===== src/rtl/u2af_pkg.sv =====
package u2af_pkg;

  // One input request: a raw byte of UTF-8 text.
  typedef struct packed {
    logic [7:0] text_byte;
    logic       end_of_text;
  } in_item_t;

  // One result request.
  typedef struct packed {
    logic [6:0] ascii_char;
    logic       has_char;
    logic       run_last;
    logic       text_done;
  } out_item_t;

  // Work handed from the front to the back for one accepted byte.
  typedef struct packed {
    logic [15:0] cp0;
    logic        cp0_v;
    logic [6:0]  cp1;
    logic        cp1_v;
    logic        done;
  } job_t;

  typedef struct packed {
    logic [1:0] len;
    logic [6:0] c0;
    logic [6:0] c1;
    logic [6:0] c2;
  } fold_t;

  localparam int unsigned QDepth = 4;
  localparam int unsigned QAw    = $clog2(QDepth);

  localparam logic [6:0] ChDash  = 7'h2D;
  localparam logic [6:0] ChQuote = 7'h27;
  localparam logic [6:0] ChDquot = 7'h22;
  localparam logic [6:0] ChDot   = 7'h2E;
  localparam logic [6:0] ChSpace = 7'h20;

  // ASCII passes as itself; known punctuation folds to 1..3 characters, all else to none.
  function automatic fold_t fold_lookup(input logic [15:0] cp);
    fold_t f;
    f = '0;
    if (cp[15:7] == 9'd0) begin
      f.len = 2'd1;
      f.c0  = cp[6:0];
    end else begin
      case (cp)
        16'h2014: begin
          f.len = 2'd2; f.c0 = ChDash; f.c1 = ChDash;
        end
        16'h2013, 16'h2012, 16'h2010, 16'h2011: begin
          f.len = 2'd1; f.c0 = ChDash;
        end
        16'h2018, 16'h2019, 16'h201A, 16'h2032: begin
          f.len = 2'd1; f.c0 = ChQuote;
        end
        16'h201C, 16'h201D, 16'h201E, 16'h2033: begin
          f.len = 2'd1; f.c0 = ChDquot;
        end
        16'h2026: begin
          f.len = 2'd3; f.c0 = ChDot; f.c1 = ChDot; f.c2 = ChDot;
        end
        16'h00A0, 16'h2007, 16'h2009, 16'h202F, 16'h200A, 16'h2002, 16'h2003: begin
          f.len = 2'd1; f.c0 = ChSpace;
        end
        default: f = '0;
      endcase
    end
    return f;
  endfunction

endpackage


===== src/rtl/u2af_front.sv =====
module u2af_front import u2af_pkg::*; (
  input  logic     clk,
  input  logic     rst_n,
  input  logic     accept,
  input  in_item_t item,
  output job_t     job,
  output logic     job_push
);

  logic [7:0] held_r [3];
  logic [1:0] held_cnt_r, held_cnt_nxt;
  logic [2:0] need_r, need_nxt;

  logic [7:0] b, lead, x;
  logic       last;
  logic [2:0] need, n;
  logic       complete, close;

  function automatic logic [2:0] seq_len(input logic [7:0] c);
    logic [2:0] l;
    l = 3'd1;
    if (c[7:5] == 3'b110) l = 3'd2;
    else if (c[7:4] == 4'b1110) l = 3'd3;
    else if (c[7:3] == 5'b11110) l = 3'd4;
    return l;
  endfunction

  always_comb begin
    b        = item.text_byte;
    last     = item.end_of_text;
    need     = (held_cnt_r == 2'd0) ? seq_len(b) : need_r;
    n        = {1'b0, held_cnt_r} + 3'd1;
    complete = (n >= need);
    close    = complete || last;
    lead     = (held_cnt_r == 2'd0) ? b : held_r[0];
    x        = held_r[1];
    job      = '0;
    job.done = last;
    if (complete) begin
      unique case (need)
        3'd1: begin
          job.cp0   = {8'h00, b};
          job.cp0_v = ~b[7];
        end
        3'd2: begin
          job.cp0   = {5'd0, lead[4:0], b[5:0]};
          job.cp0_v = 1'b1;
        end
        3'd3: begin
          job.cp0   = {lead[3:0], x[5:0], b[5:0]};
          job.cp0_v = 1'b1;
        end
        default: job.cp0_v = 1'b0; // four-byte form: swallowed
      endcase
    end else if (last) begin
      // truncated: lead dropped, the bytes after it decoded on their own
      if (held_cnt_r != 2'd2) begin
        job.cp0   = {8'h00, b};
        job.cp0_v = ~b[7];
      end else if (~x[7]) begin
        job.cp0   = {8'h00, x};
        job.cp0_v = 1'b1;
        job.cp1   = b[6:0];
        job.cp1_v = ~b[7];
      end else if (x[7:5] == 3'b110) begin
        job.cp0   = {5'd0, x[4:0], b[5:0]};
        job.cp0_v = 1'b1;
      end else begin
        job.cp0   = {8'h00, b};
        job.cp0_v = ~b[7];
      end
    end
    job_push = accept && (job.cp0_v || job.cp1_v || job.done);

    held_cnt_nxt = held_cnt_r;
    need_nxt     = need_r;
    if (accept) begin
      if (close) begin
        held_cnt_nxt = 2'd0;
        need_nxt     = 3'd0;
      end else begin
        held_cnt_nxt = held_cnt_r + 2'd1;
        need_nxt     = need;
      end
    end
  end

  always_ff @(posedge clk) begin
    if (!rst_n) begin
      held_cnt_r <= 2'd0;
      need_r     <= 3'd0;
    end else begin
      held_cnt_r <= held_cnt_nxt;
      need_r     <= need_nxt;
    end
  end

  always_ff @(posedge clk) begin
    if (accept && !close) begin
      held_r[held_cnt_r] <= b;
    end
  end

  a_held_below_need: assert property (@(posedge clk) disable iff (!rst_n)
    held_cnt_r != 2'd0 |-> {1'b0, held_cnt_r} < need_r)
    else $error("held bytes reach sequence length");

  a_idle_no_need: assert property (@(posedge clk) disable iff (!rst_n)
    held_cnt_r == 2'd0 |-> need_r == 3'd0)
    else $error("sequence length kept with nothing held");

  a_end_clears: assert property (@(posedge clk) disable iff (!rst_n)
    accept && item.end_of_text |=> held_cnt_r == 2'd0)
    else $error("state not cleared after final byte");

endmodule


===== src/rtl/u2af_queue.sv =====
module u2af_queue import u2af_pkg::*; (
  input  logic clk,
  input  logic rst_n,
  input  logic wr_en,
  input  job_t wr_data,
  output logic full,
  input  logic rd_en,
  output job_t rd_data,
  output logic empty
);

  job_t           mem_r [QDepth];
  logic [QAw-1:0] wr_ptr_r, rd_ptr_r;
  logic [QAw:0]   count_r;

  assign full    = (count_r == (QAw+1)'(QDepth));
  assign empty   = (count_r == '0);
  assign rd_data = mem_r[rd_ptr_r];

  always_ff @(posedge clk) begin
    if (!rst_n) begin
      wr_ptr_r <= '0;
      rd_ptr_r <= '0;
      count_r  <= '0;
    end else begin
      if (wr_en) wr_ptr_r <= wr_ptr_r + QAw'(1);
      if (rd_en) rd_ptr_r <= rd_ptr_r + QAw'(1);
      if (wr_en && !rd_en) count_r <= count_r + (QAw+1)'(1);
      else if (rd_en && !wr_en) count_r <= count_r - (QAw+1)'(1);
    end
  end

  always_ff @(posedge clk) begin
    if (wr_en) mem_r[wr_ptr_r] <= wr_data;
  end

endmodule


===== src/rtl/u2af_back.sv =====
module u2af_back import u2af_pkg::*; (
  input  logic      clk,
  input  logic      rst_n,
  input  job_t      head,
  input  logic      head_v,
  output logic      head_pop,
  output out_item_t out_item,
  output logic      out_v,
  input  logic      out_take
);

  fold_t      f;
  logic [1:0] len0;
  logic [2:0] cnt;
  logic [1:0] idx_r, idx_nxt;
  logic       slot_free, step, is_last;
  out_item_t  res;
  out_item_t  out_r;
  logic       out_v_r;

  always_comb begin
    f    = fold_lookup(head.cp0);
    len0 = head.cp0_v ? f.len : 2'd0;
    cnt  = {1'b0, len0} + {2'd0, head.cp1_v} + {2'd0, head.done};

    slot_free = !out_v_r || out_take;
    step      = head_v && (cnt == 3'd0 || slot_free);
    is_last   = ({1'b0, idx_r} == cnt - 3'd1);

    res = '0;
    if (idx_r < len0) begin
      res.has_char = 1'b1;
      unique case (idx_r)
        2'd0:    res.ascii_char = f.c0;
        2'd1:    res.ascii_char = f.c1;
        default: res.ascii_char = f.c2;
      endcase
    end else if (head.cp1_v && idx_r == len0) begin
      res.has_char   = 1'b1;
      res.ascii_char = head.cp1;
    end else begin
      res.text_done = 1'b1;
    end
    res.run_last = is_last;

    head_pop = step && (cnt == 3'd0 || is_last);
    idx_nxt  = idx_r;
    if (step && cnt != 3'd0) idx_nxt = is_last ? 2'd0 : idx_r + 2'd1;
  end

  always_ff @(posedge clk) begin
    if (!rst_n) begin
      idx_r   <= 2'd0;
      out_v_r <= 1'b0;
    end else begin
      idx_r <= idx_nxt;
      if (step && cnt != 3'd0) out_v_r <= 1'b1;
      else if (out_take) out_v_r <= 1'b0;
    end
  end

  always_ff @(posedge clk) begin
    if (step && cnt != 3'd0) out_r <= res;
  end

  assign out_item = out_r;
  assign out_v    = out_v_r;

endmodule


===== src/rtl/utf8_to_ascii_fold_unit.sv =====
// Channel  | Ports                  | Handshake
// input    | push, full, in_item    | taken when push & !full
// result   | empty, pop, out_item   | taken when pop & !empty
//
// The front decodes one byte per cycle unless the queue is full, and queues at
// most one job per byte. The back emits one result per cycle from a registered
// output slot while results are taken; a job yields up to 4 results, or none
// when nothing folds out of it. Results pass through the queue, then the slot.
// Reset (rst_n low, synchronous) empties the 4-job queue and the held bytes.
// full rises only while the queue is full; a stalled result port fills it.
module utf8_to_ascii_fold_unit import u2af_pkg::*; (
  input  logic      clk,
  input  logic      rst_n,
  input  logic      push,
  output logic      full,
  input  in_item_t  in_item,
  output logic      empty,
  input  logic      pop,
  output out_item_t out_item
);

  logic accept;
  job_t job, head;
  logic job_push, head_v, head_pop, q_empty, out_v;

  assign accept = push && !full;
  assign head_v = !q_empty;
  assign empty  = !out_v;

  u2af_front u_front (
    .clk      (clk),
    .rst_n    (rst_n),
    .accept   (accept),
    .item     (in_item),
    .job      (job),
    .job_push (job_push)
  );

  u2af_queue u_queue (
    .clk     (clk),
    .rst_n   (rst_n),
    .wr_en   (job_push),
    .wr_data (job),
    .full    (full),
    .rd_en   (head_pop),
    .rd_data (head),
    .empty   (q_empty)
  );

  u2af_back u_back (
    .clk      (clk),
    .rst_n    (rst_n),
    .head     (head),
    .head_v   (head_v),
    .head_pop (head_pop),
    .out_item (out_item),
    .out_v    (out_v),
    .out_take (pop && out_v)
  );

endmodule


===== config.mk =====
export PLATFORM = sky130hd
export DESIGN_NAME = utf8_to_ascii_fold_unit
export DESIGN_NICKNAME = d
export VERILOG_FILES = /design/src/rtl/u2af_pkg.sv /design/src/rtl/u2af_front.sv /design/src/rtl/u2af_queue.sv /design/src/rtl/u2af_back.sv /design/src/rtl/utf8_to_ascii_fold_unit.sv
export SDC_FILE = /design/constraint.sdc
export NUM_CORES = 1
export LEC_CHECK = 0
export BUFFER_PORTS_ARGS = -buffer_cell sky130_fd_sc_hd__buf_2
export CAP_MARGIN = 10
export CORE_MARGIN = 2
export CORE_UTILIZATION = 67
export CTS_CLUSTER_SIZE = 8
export DETAILED_ROUTE_END_ITERATION = 12
export HOLD_SLACK_MARGIN = 0.12
export PLACE_DENSITY = 0.83
export SLEW_MARGIN = 15
export SYNTH_ARGS = -nofsm -noshare
export SYNTH_HDL_FRONTEND = slang
export SYNTH_HIERARCHICAL = 1
export SYNTH_SLANG_ARGS = --single-unit

===== constraint.sdc =====
create_clock -name clk -period 15.85 [get_ports clk]
set_clock_uncertainty 0.1 [all_clocks]
set_input_delay 1.585 -clock clk [delete_from_list [all_inputs] [get_ports clk]]
set_output_delay 1.585 -clock clk [all_outputs]
set_load 0.03 [all_outputs]

==> flow_summary_export.csv, run 1 <==
group,metric,value,unit
place,port_buffers,24,
floorplanning,io_pins,25,
sta,fin_ws,9480,ps
sta,setup_viol,0,
yosys,ys_ff_latch,144,
yosys,synthMuxAreaShare,0.0996,
clock_tree,clk_pin_slew,60,ps
drt,viasPerCell,6.41,
critical_path,cp_common_cell,"ha_1",
floorplanning,core.rowCount,37,
critical_path,crit_chain,"buf_4 > mux4_1 > nor4_1 > nand3_1 > o21ai_1 > and2_1 > xor2_1 > ha_1 > a21o_1 > ha_1 > inv_1 > ha_1 > xnor2_1 > nor3_1 > nand2_1 > a21boi_0 > inv_1 > ha_1 > inv_1 > fa_1 > xor2_1 > or3_1 > a21boi_0",
floorplanning,start_util,0.678,
global_route,grt_max_degree,27,
floorplanning,die_h,106,um
sta,rsz0062_at_grt,"no",
critical_path,worst-r2r-cell-count,23,
yosys,synth_most_common_cell,"edfxtp_1",
final_layout,syn_to_final_growth,11.3,%
sta,period_minus_slack,6370,ps
place,post-dp-hpwl,8660,um
clock_tree,cts_max_path_buffers,2,
yosys,yosysUniqueCellTypes,78,
place,placed_cell_area,7090,um^2
final_layout,nets,526,
drt,drt-initial-drc-count,353,
yosys,synth_compound_area_frac,0.105,
place,dp_worst_setup_slack,9640,ps
critical_path,slowest_delay,640,ps
pwr,power,0.00120,W
sta,fmax,157,MHz
floorplanning,die_x,106,um
clock_tree,root_buffer,"clkbuf_8",
yosys,synth-simple-area-share,0.110,
critical_path,reg2reg_slack,9480,ps
drt,route.detailed.drc,0,
yosys,synth_fp_nets,496,
yosys,synth-main-ff-cell,"edfxtp_1",
drt,vias,4117,
floorplanning,die-area,11100,um^2
yosys,yosysWarnings,6,
yosys,synth_top_area_cell,"edfxtp_1",
yosys,syn_area,6910,um^2
sta,relSlewSlack,0.399,
yosys,avgSynthCellArea,14.9,um^2
drt,wl,13100,um
critical_path,end_kind,"flop",
yosys,synthTopCellsByCount,"127 x edfxtp_1, 26 x and2_1, 25 x inv_1",
floorplanning,fp.coreArea,10200,um^2
critical_path,worstPathRequired,16200,ps
yosys,synth.top_cell.area_share,0.552,
clock_tree,clkLatencyLatePin,530,ps
sta,slew_violations,0,
yosys,synth_xor_xnor_area_share,0.0114,
drt,dr.pass1.iters,5,
clock_tree,cts_tree,"done",
yosys,synth_top_family_by_area,"simple AND/OR/NAND/NOR gates",
final_layout,finalInstanceArea,7690,um^2
critical_path,cp-start-kind,"flop",
drt,routedWlPerCell,20.4,um
clock_tree,hold_buffers,0,
critical_path,endpoint,"u_queue/count_r[2]",
sta,hold_viol_final,0,
pwr,max-vdd-ir-drop,0.0000951,V
clock_tree,post_cts_buffers,0,
clock_tree,h-tree-depth,4,
final_layout,drive_gt1_frac,0.198,
pwr,powerDensity,156,nW/um^2
sta,fin_crit_sh,0.402,
global_route,grt_pass1_wl,21200,um
critical_path,cp_slowest_cell,"nor4_1",
clock_tree,cts_num_sinks,144,
sta,finalSetupTns,0,ps
yosys,synth_edf_count,127,
yosys,async_flop_share,0,
pwr,leakagePower,2.74,nW
global_route,gr-usage-all-layers,0.254,
worst_hold_path,hp-class,"reg2reg",
critical_path,cp.arrival,6720,ps
global_route,grt_overflow,0,
clock_tree,cts_resized,0,
yosys,netlist_top_cells_area,"edfxtp_1 55%, mux4_2 6.5%, dfxtp_1 4.9%, ha_1 3.4%, and2_1 2.4%",
yosys,synthCells,463,
drt,postRouteAntennaNets,0,
status,status,"finished clean",
critical_path,crit_type,"reg2reg",
place,gp_congestion,0.887,
clock_tree,cts_buffers,17,
final_layout,diodes,0,
global_route,antenna_found_initial,0,
sta,worstMarginPinSlew,893,ps
final_layout,utilization,0.755,
critical_path,cp_max_fo,26,
yosys,ys_seq_area_frac,0.601,
critical_path,r2r-end,"u_queue/count_r[2]",
yosys,synth_fa_ha_area_frac,0.0373,
global_route,grt_pass1_vias,4222,
job,drv_cap,0,
state kept, by name, indices dropped and copies added, names as in the netlist, named ones only:
register / count
u_back/out_item: 10
u_queue/rd_ptr_r: 2
u_back/out_v: 1
u_front/need_r: 3
u_front/held_cnt_r: 2
u_queue/mem_r: 104
u_queue/count_r: 3
u_back/idx_r: 2
u_queue/wr_ptr_r: 2
u_front/held_r: 13
logic make-up after synthesis:
group | count (synthesis)
adder cells (fa/ha/maj) | 20
flip-flops | 144
multiplexers | 34
buffers and inverters | 44
AO/OA/AOI/OAI | 87
AND/OR/NAND/NOR | 125
XOR/XNOR | 9
worst max-delay path, delay by kind of cell (launching register included):
family,cells,cell delay [ps]
AO/OA/AOI/OAI,4,930
XOR/XNOR,3,300
adder cells (fa/ha/maj),5,1170
buffers and inverters,4,630
flip-flops,1,320
multiplexers,1,620
AND/OR/NAND/NOR,6,2200
metrics by stage:
| step | cells | hold slack [ps] |
|---|---|---|
| 6_report | 642 | 414 |
| 5_1_grt | 642 | 480 |
| 4_1_cts | 642 | 411 |
| 3_5_place_dp | 610 | 403 |
| 3_3_place_gp | 610 | 384 |
| 2_1_floorplan | 463 | 372 |
where the power goes:
part / leakage [nW] / internal [W] / switching (W)
sequential: 1.31 / 0.000468 / 0.0000155
combinational: 1.14 / 0.000124 / 0.000191
clock: 0.287 / 0.000243 / 0.000156
worst min path at each step:
| stage | from | to | slack (ps) | cells past startpoint |
|---|---|---|---|---|
| 3_3_place_gp | u_queue/count_r[2] | u_queue/count_r[2] | 380 | 2 |
| 6_report | u_queue/count_r[2] | u_queue/count_r[2] | 410 | 2 |
| 3_5_place_dp | u_queue/count_r[2] | u_queue/count_r[2] | 400 | 2 |
| 2_1_floorplan | u_queue/count_r[2] | u_queue/count_r[2] | 370 | 2 |
| 4_1_cts | u_queue/count_r[2] | u_queue/count_r[2] | 410 | 2 |
| 5_1_grt | u_queue/count_r[2] | u_queue/count_r[2] | 480 | 2 |
layout make-up:
type / instances / area, um^2
Sequential cell: 144 / 4150
Multi-Input combinational cell: 275 / 2510
Fill cell: 611 / 2490
Clock buffer: 18 / 418
Clock inverter: 14 / 178
Tap cell: 136 / 170
Timing Repair Buffer: 30 / 165
Inverter: 25 / 93.8
layout by cell type (no fill, tap or decap), types with 8 or more instances in the layout:
master and instances:
and2_1 26, nand2_1 19, nor2b_1 12, edfxtp_1 127
mux4_2 20, a21oi_1 10, mux2i_1 8, nor2_1 14
ha_1 19, inv_1 25, a22o_1 12, o21ai_0 10
dfxtp_1 17, buf_2 24, clkbuf_16 16, nand2b_1 9
layer usage:
layer | global-route usage | wire, um | part of all wire
met5 | 0 | 0 | 0
met4 | 0.130 | 392 | 0.030
met3 | 0.0631 | 970 | 0.074
met2 | 0.407 | 6600 | 0.50
met1 | 0.324 | 5160 | 0.39
(Power assumes the default switching activity.)
==> run 2, diff against run 1 <==
--- a/config.mk
+++ b/config.mk
@@ -8,11 +8,11 @@
 export BUFFER_PORTS_ARGS = -buffer_cell sky130_fd_sc_hd__buf_2
 export CAP_MARGIN = 10
 export CORE_MARGIN = 2
-export CORE_UTILIZATION = 67
+export CORE_UTILIZATION = 62
 export CTS_CLUSTER_SIZE = 8
 export DETAILED_ROUTE_END_ITERATION = 12
 export HOLD_SLACK_MARGIN = 0.12
-export PLACE_DENSITY = 0.83
+export PLACE_DENSITY = 0.78
 export SLEW_MARGIN = 15
 export SYNTH_ARGS = -nofsm -noshare
 export SYNTH_HDL_FRONTEND = slang
==> constraint.sdc (replaced) <==
create_clock -name clk -period 6.28 [get_ports clk]
set_clock_uncertainty 0.1 [all_clocks]
set_input_delay 0.628 -clock clk [delete_from_list [all_inputs] [get_ports clk]]
set_output_delay 0.628 -clock clk [all_outputs]
set_load 0.03 [all_outputs]
==> flow_summary_export.csv, run 2 (synthesis gave the netlist of run 1 again) <==
group,metric,value,unit
final_layout,largest_register,"u_queue/mem_r",
sta,slew_violations,0,
clock_tree,cts_buffers,17,
floorplanning,io_pins,25,
drt,maxUsedRoutingLayer,"met4",
sta,fmax,174,MHz
final_layout,finalInstanceArea,7730,um^2
drt,vias,4120,
sta,finalSetupTns,0,ps
critical_path,crit_type,"reg2reg",
place,placed_cell_area,7120,um^2
global_route,antenna_found_initial,0,
worst_hold_path,hp-class,"in2reg",
critical_path,worstPathRequired,6640,ps
floorplanning,die-area,12000,um^2
clock_tree,h-tree-depth,4,
sta,rsz0062_at_grt,"no",
drt,viasPerCell,6.35,
clock_tree,root_buffer,"clkbuf_8",
drt,drt-initial-drc-count,380,
global_route,grt_pass1_vias,4054,
critical_path,cp.arrival,6120,ps
final_layout,multi_input_area,2510,um^2
place,placed_cells,617,
final_layout,seq_area,4150,um^2
critical_path,cp_max_fo,18,
floorplanning,core.rowCount,38,
drt,routedWlPerCell,21.1,um
final_layout,layout.cells.most_common_list,"127 x edfxtp_1, 26 x and2_1, 25 x inv_1",
sta,relSlewSlack,0.500,
pwr,leakagePower,2.75,nW
job,drv_cap,0,
sta,setup_viol,0,
drt,dr_wl_met3,890,um
pwr,max-vdd-ir-drop,0.000309,V
sta,worstMarginPinSlew,750,ps
pwr,power,0.00304,W
floorplanning,start_util,0.637,
global_route,grt_max_degree,27,
clock_tree,clkLatencyLatePin,530,ps
floorplanning,die_h,110,um
final_layout,diodes,0,
final_layout,fillers,711,
drt,wl,13700,um
floorplanning,die_x,110,um
pwr,powerDensity,394,nW/um^2
global_route,grt_pass1_wl,21600,um
sta,hold_viol_final,0,
sta,period_minus_slack,5760,ps
final_layout,final_cells,649,
place,post-dp-hpwl,8950,um
floorplanning,fp.coreArea,10800,um^2
final_layout,syn_to_final_growth,11.9,%
clock_tree,cts_max_path_buffers,2,
final_layout,largest_reg_flops,104,
clock_tree,clk_pin_slew,60,ps
status,status,"finished clean",
final_layout,drive_gt1_frac,0.206,
drt,dr_wl_met2,6770,um
global_route,gr-usage-all-layers,0.254,
global_route,grt_overflow,0,
place,port_buffers,24,
critical_path,end_kind,"flop",
drt,met1_length,5620,um
drt,route.detailed.drc,0,
drt,postRouteAntennaNets,0,
clock_tree,cts_num_sinks,144,
clock_tree,cts_tree,"done",
final_layout,final_common_cell,"edfxtp_1",
sta,hold-worst-slack,236,ps
critical_path,cp-start-kind,"flop",
sta,fin_crit_sh,0.918,
drt,dr.pass1.iters,6,
final_layout,nets,529,
place,gp_congestion,0.916,
## run 2: cell type report
class                           instances  area share
Sequential cell                       144       0.538
Multi-Input combinational cell        275       0.325
Clock buffer                           19      0.0546
Timing Repair Buffer                   33      0.0253
Clock inverter                         13      0.0227
Tap cell                              140      0.0227
Inverter                               25      0.0121
## run 2: timing repair
| action | CTS | global route |
|---|---|---|
| buffers inserted | 0 | 0 |
| hold buffers | 0 | 0 |
| resized for setup | 0 | 5 |
| setup endpoints to repair | 0 | 2 |
## run 2: final timing paths
| check | slack, ps | to | cells past startpoint | start |
|---|---|---|---|---|
| min reg2reg | 430 | u_queue/count_r[2] | 2 | u_queue/count_r[2] |
| max reg2reg | 520 | u_queue/count_r[2] | 25 | flop |
| max | 520 | u_queue/count_r[2] | 25 | flop |
| min | 240 | u_front/held_r[0][1] | 1 | in_item[2] |
## run 2: stage by stage
step | utilization | setup WS [ps]
2_1_floorplan | - | 901
3_3_place_gp | 0.657 | 507
3_5_place_dp | 0.657 | 316
4_1_cts | 0.712 | 287
5_1_grt | 0.713 | 7.92
6_report | 0.713 | 518
## run 2: where the power goes
part / internal, W / total, W / switching [W]
Clock: 0.000613 / 0.00101 / 0.000396
Combinational: 0.000322 / 0.000803 / 0.000480
Sequential: 0.00118 / 0.00123 / 0.0000498
## run 2: metal layers
layer  track usage  up-vias
li1              -     1876
met1         0.314     2028
met2         0.415      172
met3        0.0723       44
met4         0.117        0
met5             0        -
## run 2: critical path: stages (launching register included)
cell	delay [ps]
dfxtp_1	590
buf_4	360
mux4_2	420
or3b_1	460
o32ai_2	320
a31oi_1	110
and2_4	200
o21ai_1	100
and2_1	160
xor2_1	80
ha_1	170
a21o_1	150
ha_1	260
inv_1	50
ha_1	280
xnor2_1	140
nor3_2	280
nand2_1	80
a21boi_1	280
inv_1	90
ha_1	210
inv_1	70
fa_1	170
xor2_1	80
or3_1	300
a21boi_0	160
